### config.mk
export PLATFORM = sky130hd
export DESIGN_NAME = kuf_ctrl
export DESIGN_NICKNAME = d
export VERILOG_FILES = /design/src/hdl/kuf_pkg.sv /design/src/hdl/kuf_ctrl.sv
export SDC_FILE = /design/constraint.sdc
export NUM_CORES = 1
export LEC_CHECK = 0
export BUFFER_PORTS_ARGS = -buffer_cell sky130_fd_sc_hd__buf_2
export CAP_MARGIN = 20
export CORE_MARGIN = 4
export CORE_UTILIZATION = 55
export DETAILED_ROUTE_END_ITERATION = 16
export PLACE_DENSITY_LB_ADDON = 0.05
export SYNTH_ARGS = -nofsm -noshare
export SYNTH_HDL_FRONTEND = slang
export SYNTH_SLANG_ARGS = --single-unit
### constraint.sdc
create_clock -name clk -period 3.9 [get_ports clk]
set_input_delay 0.39 -clock clk [delete_from_list [all_inputs] [get_ports clk]]
set_output_delay 0.39 -clock clk [all_outputs]
set_load 0.02 [all_outputs]
### src/hdl/kuf_pkg.sv
// shared types and constants for the union-find spanning-tree engine
`timescale 1ns / 1ps

package kuf_pkg;

  // fixed field widths
  localparam int NODE_W  = 10;
  localparam int COUNT_W = 11;
  localparam int RANK_W  = 4;

  localparam logic [RANK_W-1:0] RANK_MAX = 4'd15;

  // one finished result word from the sequencer
  typedef struct packed {
    logic               tree_edge;
    logic [COUNT_W-1:0] components_left;
    logic               bad_index;
  } kuf_result_t;

endpackage

### src/hdl/kuf_ctrl.sv
// sequencer: clearing pass, root walks, path compression and union by rank
`timescale 1ns / 1ps

module kuf_ctrl
  import kuf_pkg::*;
#(
  parameter int MAX_NODES = 1024,
  localparam int IDX_W = $clog2(MAX_NODES),
  localparam int CNT_W = $clog2(MAX_NODES + 1),
  localparam int MEM_W = IDX_W + RANK_W
) (
  input  logic               clk,
  input  logic               rst,
  input  logic               node_count_we,
  input  logic [COUNT_W-1:0] node_count,
  input  logic               in_valid,
  output logic               in_ready,
  input  logic [NODE_W-1:0]  first_node,
  input  logic [NODE_W-1:0]  second_node,
  output logic               res_valid,
  input  logic               res_ready,
  output kuf_result_t        res,
  output logic               mem_we,
  output logic [IDX_W-1:0]   mem_waddr,
  output logic [MEM_W-1:0]   mem_wdata,
  output logic [IDX_W-1:0]   mem_raddr,
  input  logic [MEM_W-1:0]   mem_rdata
);

  localparam int CMP_W = (CNT_W > COUNT_W) ? CNT_W : COUNT_W;
  localparam logic [IDX_W-1:0] LAST_IDX = IDX_W'(MAX_NODES - 1);

  typedef enum logic [6:0] {
    S_CLEAR = 7'b0000001,
    S_IDLE  = 7'b0000010,
    S_WALK  = 7'b0000100,
    S_COMP  = 7'b0001000,
    S_LINK  = 7'b0010000,
    S_RANK  = 7'b0100000,
    S_DONE  = 7'b1000000
  } state_t;

  state_t state, state_next;
  logic               phase, phase_next;
  logic [IDX_W-1:0]   clr_idx, clr_idx_next;
  logic [IDX_W-1:0]   node_a, node_a_next, node_b, node_b_next;
  logic [IDX_W-1:0]   cur, cur_next, comp_n, comp_n_next;
  logic [IDX_W-1:0]   root_a, root_a_next, root_b, root_b_next;
  logic [RANK_W-1:0]  rank_a, rank_a_next, rank_b, rank_b_next;
  logic               tree, tree_next, bad, bad_next;
  logic [CNT_W-1:0]   nodes, nodes_next, comp_count, comp_count_next;

  logic [IDX_W-1:0]   rd_parent;
  logic [RANK_W-1:0]  rd_rank;
  logic [IDX_W-1:0]   start_node, root_cur;
  logic [CMP_W-1:0]   cfg_value, cfg_sat;
  logic               index_bad;

  assign rd_parent  = mem_rdata[MEM_W-1:RANK_W];
  assign rd_rank    = mem_rdata[RANK_W-1:0];
  assign start_node = phase ? node_b : node_a;
  assign root_cur   = phase ? root_b : root_a;

  // saturate the written node count into one to MAX_NODES
  assign cfg_value = CMP_W'(node_count);
  always_comb begin
    if (cfg_value == '0) begin
      cfg_sat = CMP_W'(1);
    end else if (cfg_value > CMP_W'(MAX_NODES)) begin
      cfg_sat = CMP_W'(MAX_NODES);
    end else begin
      cfg_sat = cfg_value;
    end
  end

  // endpoint range check
  assign index_bad = (CMP_W'(first_node) >= CMP_W'(nodes)) ||
                     (CMP_W'(second_node) >= CMP_W'(nodes));

  assign in_ready  = (state == S_IDLE);
  assign res_valid = (state == S_DONE);
  assign res.tree_edge       = tree;
  assign res.components_left = COUNT_W'(comp_count);
  assign res.bad_index       = bad;

  // next state and table access
  always_comb begin
    state_next      = state;
    phase_next      = phase;
    clr_idx_next    = clr_idx;
    node_a_next     = node_a;
    node_b_next     = node_b;
    cur_next        = cur;
    comp_n_next     = comp_n;
    root_a_next     = root_a;
    root_b_next     = root_b;
    rank_a_next     = rank_a;
    rank_b_next     = rank_b;
    tree_next       = tree;
    bad_next        = bad;
    nodes_next      = nodes;
    comp_count_next = comp_count;
    mem_we          = 1'b0;
    mem_waddr       = comp_n;
    mem_wdata       = {root_cur, rd_rank};
    mem_raddr       = cur;

    case (state)
      S_CLEAR: begin
        mem_we       = 1'b1;
        mem_waddr    = clr_idx;
        mem_wdata    = {clr_idx, {RANK_W{1'b0}}};
        clr_idx_next = clr_idx + 1'b1;
        if (clr_idx == LAST_IDX) begin
          state_next = S_IDLE;
        end
      end
      S_IDLE: begin
        if (in_valid) begin
          if (index_bad) begin
            bad_next   = 1'b1;
            tree_next  = 1'b0;
            state_next = S_DONE;
          end else begin
            bad_next    = 1'b0;
            tree_next   = 1'b0;
            phase_next  = 1'b0;
            node_a_next = IDX_W'(first_node);
            node_b_next = IDX_W'(second_node);
            cur_next    = IDX_W'(first_node);
            mem_raddr   = IDX_W'(first_node);
            state_next  = S_WALK;
          end
        end
      end
      S_WALK: begin
        if (rd_parent == cur) begin
          // root reached
          if (!phase) begin
            root_a_next = cur;
            rank_a_next = rd_rank;
          end else begin
            root_b_next = cur;
            rank_b_next = rd_rank;
          end
          if (start_node != cur) begin
            comp_n_next = start_node;
            mem_raddr   = start_node;
            state_next  = S_COMP;
          end else if (!phase) begin
            phase_next = 1'b1;
            cur_next   = node_b;
            mem_raddr  = node_b;
          end else begin
            state_next = S_LINK;
          end
        end else begin
          cur_next  = rd_parent;
          mem_raddr = rd_parent;
        end
      end
      S_COMP: begin
        // point the visited node straight at its root
        mem_we    = 1'b1;
        mem_waddr = comp_n;
        mem_wdata = {root_cur, rd_rank};
        if (rd_parent != root_cur) begin
          comp_n_next = rd_parent;
          mem_raddr   = rd_parent;
        end else if (!phase) begin
          phase_next = 1'b1;
          cur_next   = node_b;
          mem_raddr  = node_b;
          state_next = S_WALK;
        end else begin
          state_next = S_LINK;
        end
      end
      S_LINK: begin
        state_next = S_DONE;
        if (root_a != root_b) begin
          tree_next = 1'b1;
          if (comp_count > CNT_W'(1)) begin
            comp_count_next = comp_count - 1'b1;
          end
          mem_we = 1'b1;
          if (rank_b > rank_a) begin
            mem_waddr = root_a;
            mem_wdata = {root_b, rank_a};
          end else begin
            mem_waddr = root_b;
            mem_wdata = {root_a, rank_b};
            if (rank_a == rank_b) begin
              state_next = S_RANK;
            end
          end
        end
      end
      S_RANK: begin
        // equal ranks: the first root grows, saturating
        mem_we     = 1'b1;
        mem_waddr  = root_a;
        mem_wdata  = {root_a, (rank_a == RANK_MAX) ? RANK_MAX : rank_a + 1'b1};
        state_next = S_DONE;
      end
      S_DONE: begin
        if (res_ready) begin
          state_next = S_IDLE;
        end
      end
      default: begin
        state_next = S_IDLE;
      end
    endcase

    // node count write restarts the clearing pass
    if (node_count_we) begin
      nodes_next      = CNT_W'(cfg_sat);
      comp_count_next = CNT_W'(cfg_sat);
      clr_idx_next    = '0;
      state_next      = S_CLEAR;
    end
  end

  // control registers
  always_ff @(posedge clk) begin
    if (rst) begin
      state      <= S_CLEAR;
      phase      <= 1'b0;
      clr_idx    <= '0;
      nodes      <= CNT_W'(MAX_NODES);
      comp_count <= CNT_W'(MAX_NODES);
    end else begin
      state      <= state_next;
      phase      <= phase_next;
      clr_idx    <= clr_idx_next;
      nodes      <= nodes_next;
      comp_count <= comp_count_next;
    end
  end

  // working registers
  always_ff @(posedge clk) begin
    node_a <= node_a_next;
    node_b <= node_b_next;
    cur    <= cur_next;
    comp_n <= comp_n_next;
    root_a <= root_a_next;
    root_b <= root_b_next;
    rank_a <= rank_a_next;
    rank_b <= rank_b_next;
    tree   <= tree_next;
    bad    <= bad_next;
  end

endmodule

==> out/qor.csv, run 1 <==
metric,value,unit
synth_fa_ha_area_frac,0.04979,
fin_worst_skew,0.01241,ns
viasPerCell,6.163,
yosys_warnings,0,
crit_end,mem_raddr[8],
critical_path_arrival,3.34,ns
r2r_start,phase$_SDFFE_PP0P_,
die_y,121.1,um
maxSlewViolCount,0,
place_area,7789,um2
grt_pass1_wl,32.32,mm
root_buffer,clkbuf_16,
hp-class,in2reg,
crit_required,3.51,ns
overflow,0,
clock-sinks,110,
cts.path.max_buffers,2,
synth_top_family_by_area,compound AO/OA/AOI/OAI gates,
layout.nets,922,
final_cell_area,8089,um2
path_max_fanout,26,
avgSynthCellArea,9.471,um2
start_util,0.5599,
n_antenna_cell,0,
syn_inst,743,
layout_worst_path_cycle_share,0.9559,
synth.distinct_cells,62,
drt-initial-drc-count,908,
endpoint_kind,output port,
fin_setup_tns,0,ns
syn_nets,821,
yosys.area_share.simple,0.1552,
synthesis.area,7037,um2
port_buffers,99,
wl,20.68,mm
muxShareOfSynthArea,0.08215,
cap_viol_max_count,0,
ios,100,
die_w,121.1,um
grt_max_degree,27,
synth_most_common_cell,nor2_1,
synth_ff_type,edfxtp_1,
r2r-end,cur[3]$_DFFE_PP_,
track_usage,0.2830,
setup_viol,0,
core_area,12570,um2
cts_buffers,9,
p_per_area,293.0,nW/um2
fill_cells,1029,
antenna_found_initial,0,
die-area,14670,um2
startpoint_type,flip-flop,
grt_pass1_vias,5990,
seqCellArea,2907,um2
synth_top_area_frac,0.2987,
r2r_cells,9,
r2r_slack,0.80,ns
first_pass_iters,6,
drc_errors,0,
leakagePower,3.146,nW
status,completed,
vias,6292,
post-cts-setup-buffers,0,
drive_above_1_share,0.1991,
ant_nets,0,
area_growth,14.95,%
dpl.hpwl,15.95,mm
synth_edf_count,70,
worstSetupPathType,reg2out,
finalHoldViolations,0,
fmax,0.2682,GHz
rsz0062_at_grt,false,
synth_compound_area_frac,0.1885,
htree_levels,3,
yosys.area.top_type,edfxtp_1,
yosys-top-cells-count,"nor2_1 (73), edfxtp_1 (70), nand2_1 (56)",
min_period,3.728,ns
rows,41,
worstSetupStartpoint,phase$_SDFFE_PP0P_,
vdd_drop_max,0.0002806,V
wl_per_cell,20.26,um
synthTopCellsByArea,"edfxtp_1 (30%), dfxtp_1 (11%), mux2i_1 (6.3%)",
async_reset_ff_frac,0,
slew_headroom,0.5033,
yosysSeqAreaShare,0.4125,
multi_input_area,3829,um2
synth_xor_area_frac,0.06721,
clock_latency,0.36,ns
tritoncts,done,
synth-seq-cells,110,
tightest_slew,0.7433,ns
clkTransAtPathRegs,0.07,ns
gp_congestion,0.9585,
==> timing repair <==
item | CTS | global route
hold buffers | 0 | 0
gates resized for setup | 0 | 3
setup endpoints to repair | 0 | 4
==> kinds of logic after synthesis <==
kind of cell / count (synthesis)
fa+ha+maj: 28
simple gates: 223
xor+xnor: 54
flops: 110
compound gates: 199
mux: 56
buf+inv: 73
==> state kept, by name, summed over array words and instances, names as in the netlist <==
signal      flops
comp_count     11
nodes          11
clr_idx        10
comp_n         10
cur            10
node_a         10
node_b         10
root_a         10
root_b         10
state           7
rank_a          4
rank_b          4
bad             1
phase           1
tree            1
==> cell type report <==
cell class                 instances  area share
clock buffer                      11     0.02877
sequential                       110      0.3593
timing repair buffer             126     0.08786
tap                              172     0.02660
multi-input combinational        560      0.4733
clock inverter                     5    0.006961
inverter                          37     0.01717
==> report_power, final <==
part / switching (mW) / internal [mW] / total [mW] / leakage, nW
Clock: 0.416 / 0.501 / 0.917 / 0.145
Combinational: 0.123 / 0.0779 / 0.201 / 2.05
Sequential: 0.0116 / 1.24 / 1.25 / 0.956
Total: 0.551 / 1.82 / 2.37 / 3.15
==> metal layers <==
metal	global-route usage	up-vias	routed length (um)
met1	0.3897	2985	8896
met3	0.04988	26	1667
met5	0	-	0
met2	0.4585	314	9806
li1	-	2967	-
met4	0.08215	0	310
==> cells in the final DEF (no fill, tap or decap), drive strengths merged, types with 3 or more instances in the layout <==
cell type  Yosys  routed
a2111oi        3       3
a211oi        16      16
a21oi         55      55
a221o         11      11
a221oi         9       9
a222oi         3       3
a22o           5       5
a22oi         12      12
a31o           4       4
a31oi          6       6
and2           7       7
and3           5       5
buf            9     126
clkbuf        27      11
dfxtp         40      40
edfxtp        70      70
ha            28      28
inv           37      40
mux2          11      11
mux2i         45      45
nand2         56      56
nand2b         5       5
nand3         22      22
nand4         10      10
nand4b         3       3
nor2          73      73
nor2b          4       4
nor3          12      12
nor4          12      12
o211ai         6       6
o21a           5       5
o21ai         46      46
o22a           3       3
or3            5       5
xnor2         23      23
xor2          31      31
==> stage by stage <==
| step | setup WS [ns] | hold WS [ns] | total power, mW | std cells | util |
|---|---|---|---|---|---|
| finish | 0.1718 | 0.2314 | 2.370 | 1021 | 0.6436 |
| global route | 0.01115 | 0.2296 | 2.459 | 1021 | 0.6436 |
| CTS | 0.04959 | 0.2198 | 2.388 | 1021 | 0.6427 |
| detailed placement | 0.4461 | 0.4608 | 1.477 | 1005 | 0.6197 |
| global placement | 0.5373 | 0.4579 | 1.471 | 1004 | 0.6191 |
| floorplan | 0.8638 | 0.4430 | 1.391 | 743 | - |
==> worst min-delay path by stage <==
stage               cells past startpoint             startpoint                    end  slack, ns
CTS                                     1         second_node[0]    node_b[0]$_DFFE_PP_       0.22
floorplan                               0       cur[3]$_DFFE_PP_    root_a[3]$_DFFE_PP_       0.44
detailed placement                      2  nodes[8]$_SDFFE_PP0P_  nodes[8]$_SDFFE_PP0P_       0.46
finish                                  1         second_node[0]    node_b[0]$_DFFE_PP_       0.23
global route                            1         second_node[0]    node_b[0]$_DFFE_PP_       0.23
global placement                        2  nodes[3]$_SDFFE_PP0P_  nodes[3]$_SDFFE_PP0P_       0.46
==> critical path, cell delays in order, from the launching register on <==
cell and delay [ns]:
dfxtp_4 0.47, buf_12 0.23, mux2i_1 0.44, xnor2_1 0.13, nor4_2 0.34, a31oi_2 0.31
mux2_2 0.32, a221oi_1 0.07, a211oi_1 0.42, buf_2 0.24
Power figures use the tool's default switching activity.
==> run 2: changes to the inputs <==
--- a/config.mk
+++ b/config.mk
@@ -7,7 +7,7 @@
 export LEC_CHECK = 0
 export BUFFER_PORTS_ARGS = -buffer_cell sky130_fd_sc_hd__buf_2
 export CAP_MARGIN = 20
-export CORE_MARGIN = 4
+export CORE_MARGIN = 10
 export CORE_UTILIZATION = 55
 export DETAILED_ROUTE_END_ITERATION = 16
 export PLACE_DENSITY_LB_ADDON = 0.05
==> out/qor.csv, run 2 (synthesis gave the netlist of run 1 again) <==
metric,value,unit
maxSlewViolCount,0,
drc_errors,0,
hp-class,in2reg,
crit_required,3.51,ns
startpoint_type,flip-flop,
root_buffer,clkbuf_16,
htree_levels,3,
port_buffers,99,
fmax,0.2655,GHz
wl_per_cell,21.38,um
endpoint_kind,output port,
n_antenna_cell,0,
start_util,0.5599,
vdd_drop_max,0.0002528,V
hold_depth,1,
antenna_found_initial,0,
slowest_delay,0.54,ns
rsz0062_at_grt,true,
leakagePower,3.164,nW
path_max_fanout,15,
clock_latency,0.35,ns
clock-sinks,110,
ios,100,
dpl.hpwl,16.87,mm
overflow,0,
crit_top_cell,mux2i_1,
die_w,133.1,um
core_area,12570,um2
ant_nets,0,
status,completed,
grt_max_degree,24,
die_y,133.1,um
grt_pass1_wl,34.43,mm
drive_above_1_share,0.2026,
worstSetupPathType,reg2out,
tritoncts,done,
layout_worst_path_cycle_share,0.9656,
gp_congestion,0.9728,
area_growth,15.20,%
track_usage,0.2422,
wl,21.94,mm
critical_path_arrival,3.38,ns
r2r-end,cur[5]$_DFFE_PP_,
min_to,node_b[0]$_DFFE_PP_,
grt_pass1_vias,6384,
hold_buffers,0,
first_pass_iters,5,
hold-worst-slack,0.2251,ns
setup_viol,0,
finalHoldViolations,0,
final_common_cell,buf_2,
vias,6465,
rows,41,
power,2.312,mW
r2r_cells,10,
fin_setup_tns,0,ns
cap_viol_max_count,0,
cts.path.max_buffers,2,
slew_headroom,0.3668,
min_from,second_node[0],
crit_chain,"buf_6, mux2i_1, xnor2_1, nor4_2, nand3_2, buf_4, mux2i_1, a2111oi_1, a211oi_1, buf_2",
postLayoutCoreUtil,0.6450,
place_area,7806,um2
cpMaxStageDelayCell,dfxtp_4,
min_period,3.766,ns
r2r_start,phase$_SDFFE_PP0P_,
layout.nets,927,
tightest_slew,0.9464,ns
cts_buffers,9,
fin_worst_skew,0.008956,ns
p_per_area,285.3,nW/um2
final_cell_area,8107,um2
drt-initial-drc-count,772,
r2r_slack,0.66,ns
crit_family,buffers and inverters,
viasPerCell,6.301,
top_regs,"comp_count: 11 flops, nodes: 11 flops",
final_cell_mix,"buf_2 (99), nor2_1 (73), edfxtp_1 (70)",
path_buf_inv,3,
clkTransAtPathRegs,0.07,ns
die-area,17720,um2
[run 2: cell types whose count changed in the layout (fill, tap and decap cells not counted), sizes merged]
cell    before  now
buf        126  131
clkbuf      11   13
inv         40   39
bufinv       1    0
[run 2: worst max path at each step]
| stage | start | endpoint | slack [ns] | cells past startpoint |
|---|---|---|---|---|
| final | phase$_SDFFE_PP0P_ | mem_raddr[3] | 0.13 | 10 |
| after global routing | phase$_SDFFE_PP0P_ | mem_raddr[3] | -0.02 | 10 |
| after CTS | phase$_SDFFE_PP0P_ | mem_raddr[9] | 0.04 | 10 |
| after detailed placement | phase$_SDFFE_PP0P_ | mem_raddr[9] | 0.14 | 9 |
| after global placement | phase$_SDFFE_PP0P_ | mem_raddr[7] | 0.26 | 9 |
| after floorplan | cur[3]$_DFFE_PP_ | mem_raddr[5] | 0.86 | 11 |
[run 2: repair_timing]
action,CTS,global route
endpoints found under the setup margin,10,8
gates resized for setup,1,6
setup buffers,1,0
pin swaps,0,1
[run 2: per-layer routing]
layer / GRT usage / wire length (um)
met1: 0.3039 / 9217
met2: 0.3993 / 10290
met3: 0.05564 / 1806
met4: 0.08767 / 626
met5: 0 / 0
[run 2: power by group]
group | internal (mW) | total (mW) | switching [mW]
clock network | 0.453 | 0.857 | 0.403
registers | 1.24 | 1.25 | 0.0117
logic | 0.0783 | 0.203 | 0.125
[run 2: layout make-up]
class,count,area [um2]
sequential,110,2907
tap,172,215.2
timing repair buffer,131,739.5
clock buffer,13,250.2
multi-input combinational,560,3835
fill,1084,4462
clock inverter,3,21.27
inverter,37,138.9
[run 2: worst register-to-register path: cells and delay by family (launching register included)]
kind                      cells  cell delay (ns)
AOI/OAI and AO/OA             1             0.19
muxes                         1             0.32
and+or+nand+nor               3             0.79
DFF                           1             0.54
buffers and inverters         4             0.98
xor gates and xnor gates      1             0.11
[run 2: stage by stage]
step | setup WS (ns) | std cells
final | 0.1341 | 1026
after global routing | -0.01670 | 1026
after CTS | 0.03580 | 1026
after detailed placement | 0.1384 | 1009
after global placement | 0.2640 | 1009
after floorplan | 0.8638 | 743
==> run 3: changes to the inputs <==
--- a/config.mk
+++ b/config.mk
@@ -5,11 +5,11 @@
 export SDC_FILE = /design/constraint.sdc
 export NUM_CORES = 1
 export LEC_CHECK = 0
-export BUFFER_PORTS_ARGS = -buffer_cell sky130_fd_sc_hd__buf_2
 export CAP_MARGIN = 20
 export CORE_MARGIN = 10
 export CORE_UTILIZATION = 55
 export DETAILED_ROUTE_END_ITERATION = 16
+export DONT_BUFFER_PORTS = 1
 export PLACE_DENSITY_LB_ADDON = 0.05
 export SYNTH_ARGS = -nofsm -noshare
 export SYNTH_HDL_FRONTEND = slang
==> out/qor.csv, run 3 (synthesis gave the netlist of run 1 again) <==
metric,value,unit
status,completed,
maxSlewViolCount,0,
antenna_found_initial,0,
track_usage,0.2368,
instances_no_fill,944,
switching_share,0.2344,
area_growth,10.03,%
layout_setup_ws,0.1286,ns
combinationalPowerShare,0.059,
vias,6093,
ios,100,
top_regs,"comp_count: 11 flops, nodes: 11 flops",
worstSetupPathType,reg2out,
clkTransAtPathRegs,0.07,ns
grt_use_met2,0.3755,
met1_usage,0.2967,
tritoncts,done,
ant_nets,0,
clock_latency,0.35,ns
wl,21.57,mm
leakagePower,2.812,nW
clkPwrFrac,0.385,
first_pass_iters,5,
dpl.hpwl,16.37,mm
endpoint_kind,output port,
vdd_drop_max,0.0002349,V
cts_buffers,9,
core_area,12570,um2
startpoint_type,flip-flop,
power,2.269,mW
p_int,1.737,mW
layout_worst_path_cycle_share,0.9670,
grt_pass1_vias,6042,
dpl.cell_count,927,
cts.path.max_buffers,2,
fin_setup_tns,0,ns
min_period,3.771,ns
fin_worst_skew,0.007720,ns
drive_above_1_share,0.1205,
wl_per_cell,22.85,um
layout.nets,845,
seqPwrFrac,0.556,
grt_max_degree,24,
rsz0062_at_grt,true,
die-area,17720,um2
p_per_area,293.1,nW/um2
path_max_fanout,11,
hp-class,in2reg,
crit_required,3.51,ns
grt_use_met3,0.06880,
viasPerCell,6.454,
n_antenna_cell,0,
clock-sinks,110,
final_cell_mix,"nor2_1 (73), edfxtp_1 (70), nand2_1 (56)",
finalHoldViolations,0,
setup_viol,0,
p_switching,0.5319,mW
start_util,0.5599,
cap_viol_max_count,0,
fmax,0.2652,GHz
drt-initial-drc-count,773,
port_buffers,0,
drc_errors,0,
root_buffer,clkbuf_16,
rows,41,
die_y,133.1,um
htree_levels,3,
dpl_worst_slack,0.2362,ns
die_w,133.1,um
slew_headroom,0.3600,
place_area,7451,um2
critical_path_arrival,3.38,ns
gp_congestion,0.9318,
grt_most_used_layer,met2,
final_common_cell,nor2_1,
final_cell_area,7742,um2
grt_pass1_wl,33.69,mm
tightest_slew,0.9565,ns
overflow,0,
==> run 3: cell count changes in the layout (fill, tap and decap cells not counted), sizes merged <==
cell and delta:
buf -82, clkbuf -3, clkinv +1, clkinvlp +1, inv +1
==> run 3: repair_timing <==
action                                  in CTS  in global routing
buffers inserted                             0                  1
gates resized for setup                      1                  3
hold buffers                                 0                  0
endpoints found under the setup margin       6                  7
endpoints found under the hold margin        0                  0
==> run 3: stage by stage <==
stage	hold slack, ns	util
2_1_floorplan	0.4430	-
3_3_place_gp	0.4501	0.5928
3_5_place_dp	0.4611	0.5928
4_1_cts	0.08380	0.6148
5_1_grt	0.08262	0.6160
6_report	0.09945	0.6160
==> run 3: area by class of cell <==
type                    instances  area (um2)
inverters                      37       138.9
repair buffers                 49       380.4
multi-input cells             560        3827
well taps                     172       215.2
clock inverters                 6       45.04
fillers                      1093        4826
clock buffers                  10       229.0
flip-flops and latches        110        2907
==> run 3: layer usage <==
metal  vias to the layer above  share of wire
met5                         -              0
li1                       2817              -
met2                       316           0.46
met4                         0          0.030
met1                      2918           0.41
met3                        42          0.099
==> run 3: power by group through the flow <==
stage                     clock network, mW  registers (mW)  logic [mW]
final                                 0.874            1.26       0.134
after floorplan                           0            1.28       0.107
after CTS                             0.888            1.26       0.132
after global routing                  0.934            1.26       0.151
after detailed placement                  0            1.29       0.131
after global placement                    0            1.29       0.125
==> run 3: final timing paths <==
path	from	slack, ns	cells past startpoint	to
setup / recovery	phase$_SDFFE_PP0P_	0.13	10	mem_raddr[7]
hold / removal	rst	0.1	1	phase$_SDFFE_PP0P_
setup reg to reg	phase$_SDFFE_PP0P_	0.88	10	state[1]$_SDFFE_PP0P_
hold reg to reg	nodes[3]$_SDFFE_PP0P_	0.47	2	nodes[3]$_SDFFE_PP0P_
==> run 3: worst max-delay path, cell delays in order (launching register included) <==
cell and delay [ns]:
dfxtp_4 0.49, buf_4 0.26, mux2i_1 0.25, xor2_1 0.17
nand4_1 0.14, o31a_1 0.30, or2_1 0.37, a221o_1 0.42
o31a_1 0.28, a2bb2oi_1 0.15, buf_4 0.20
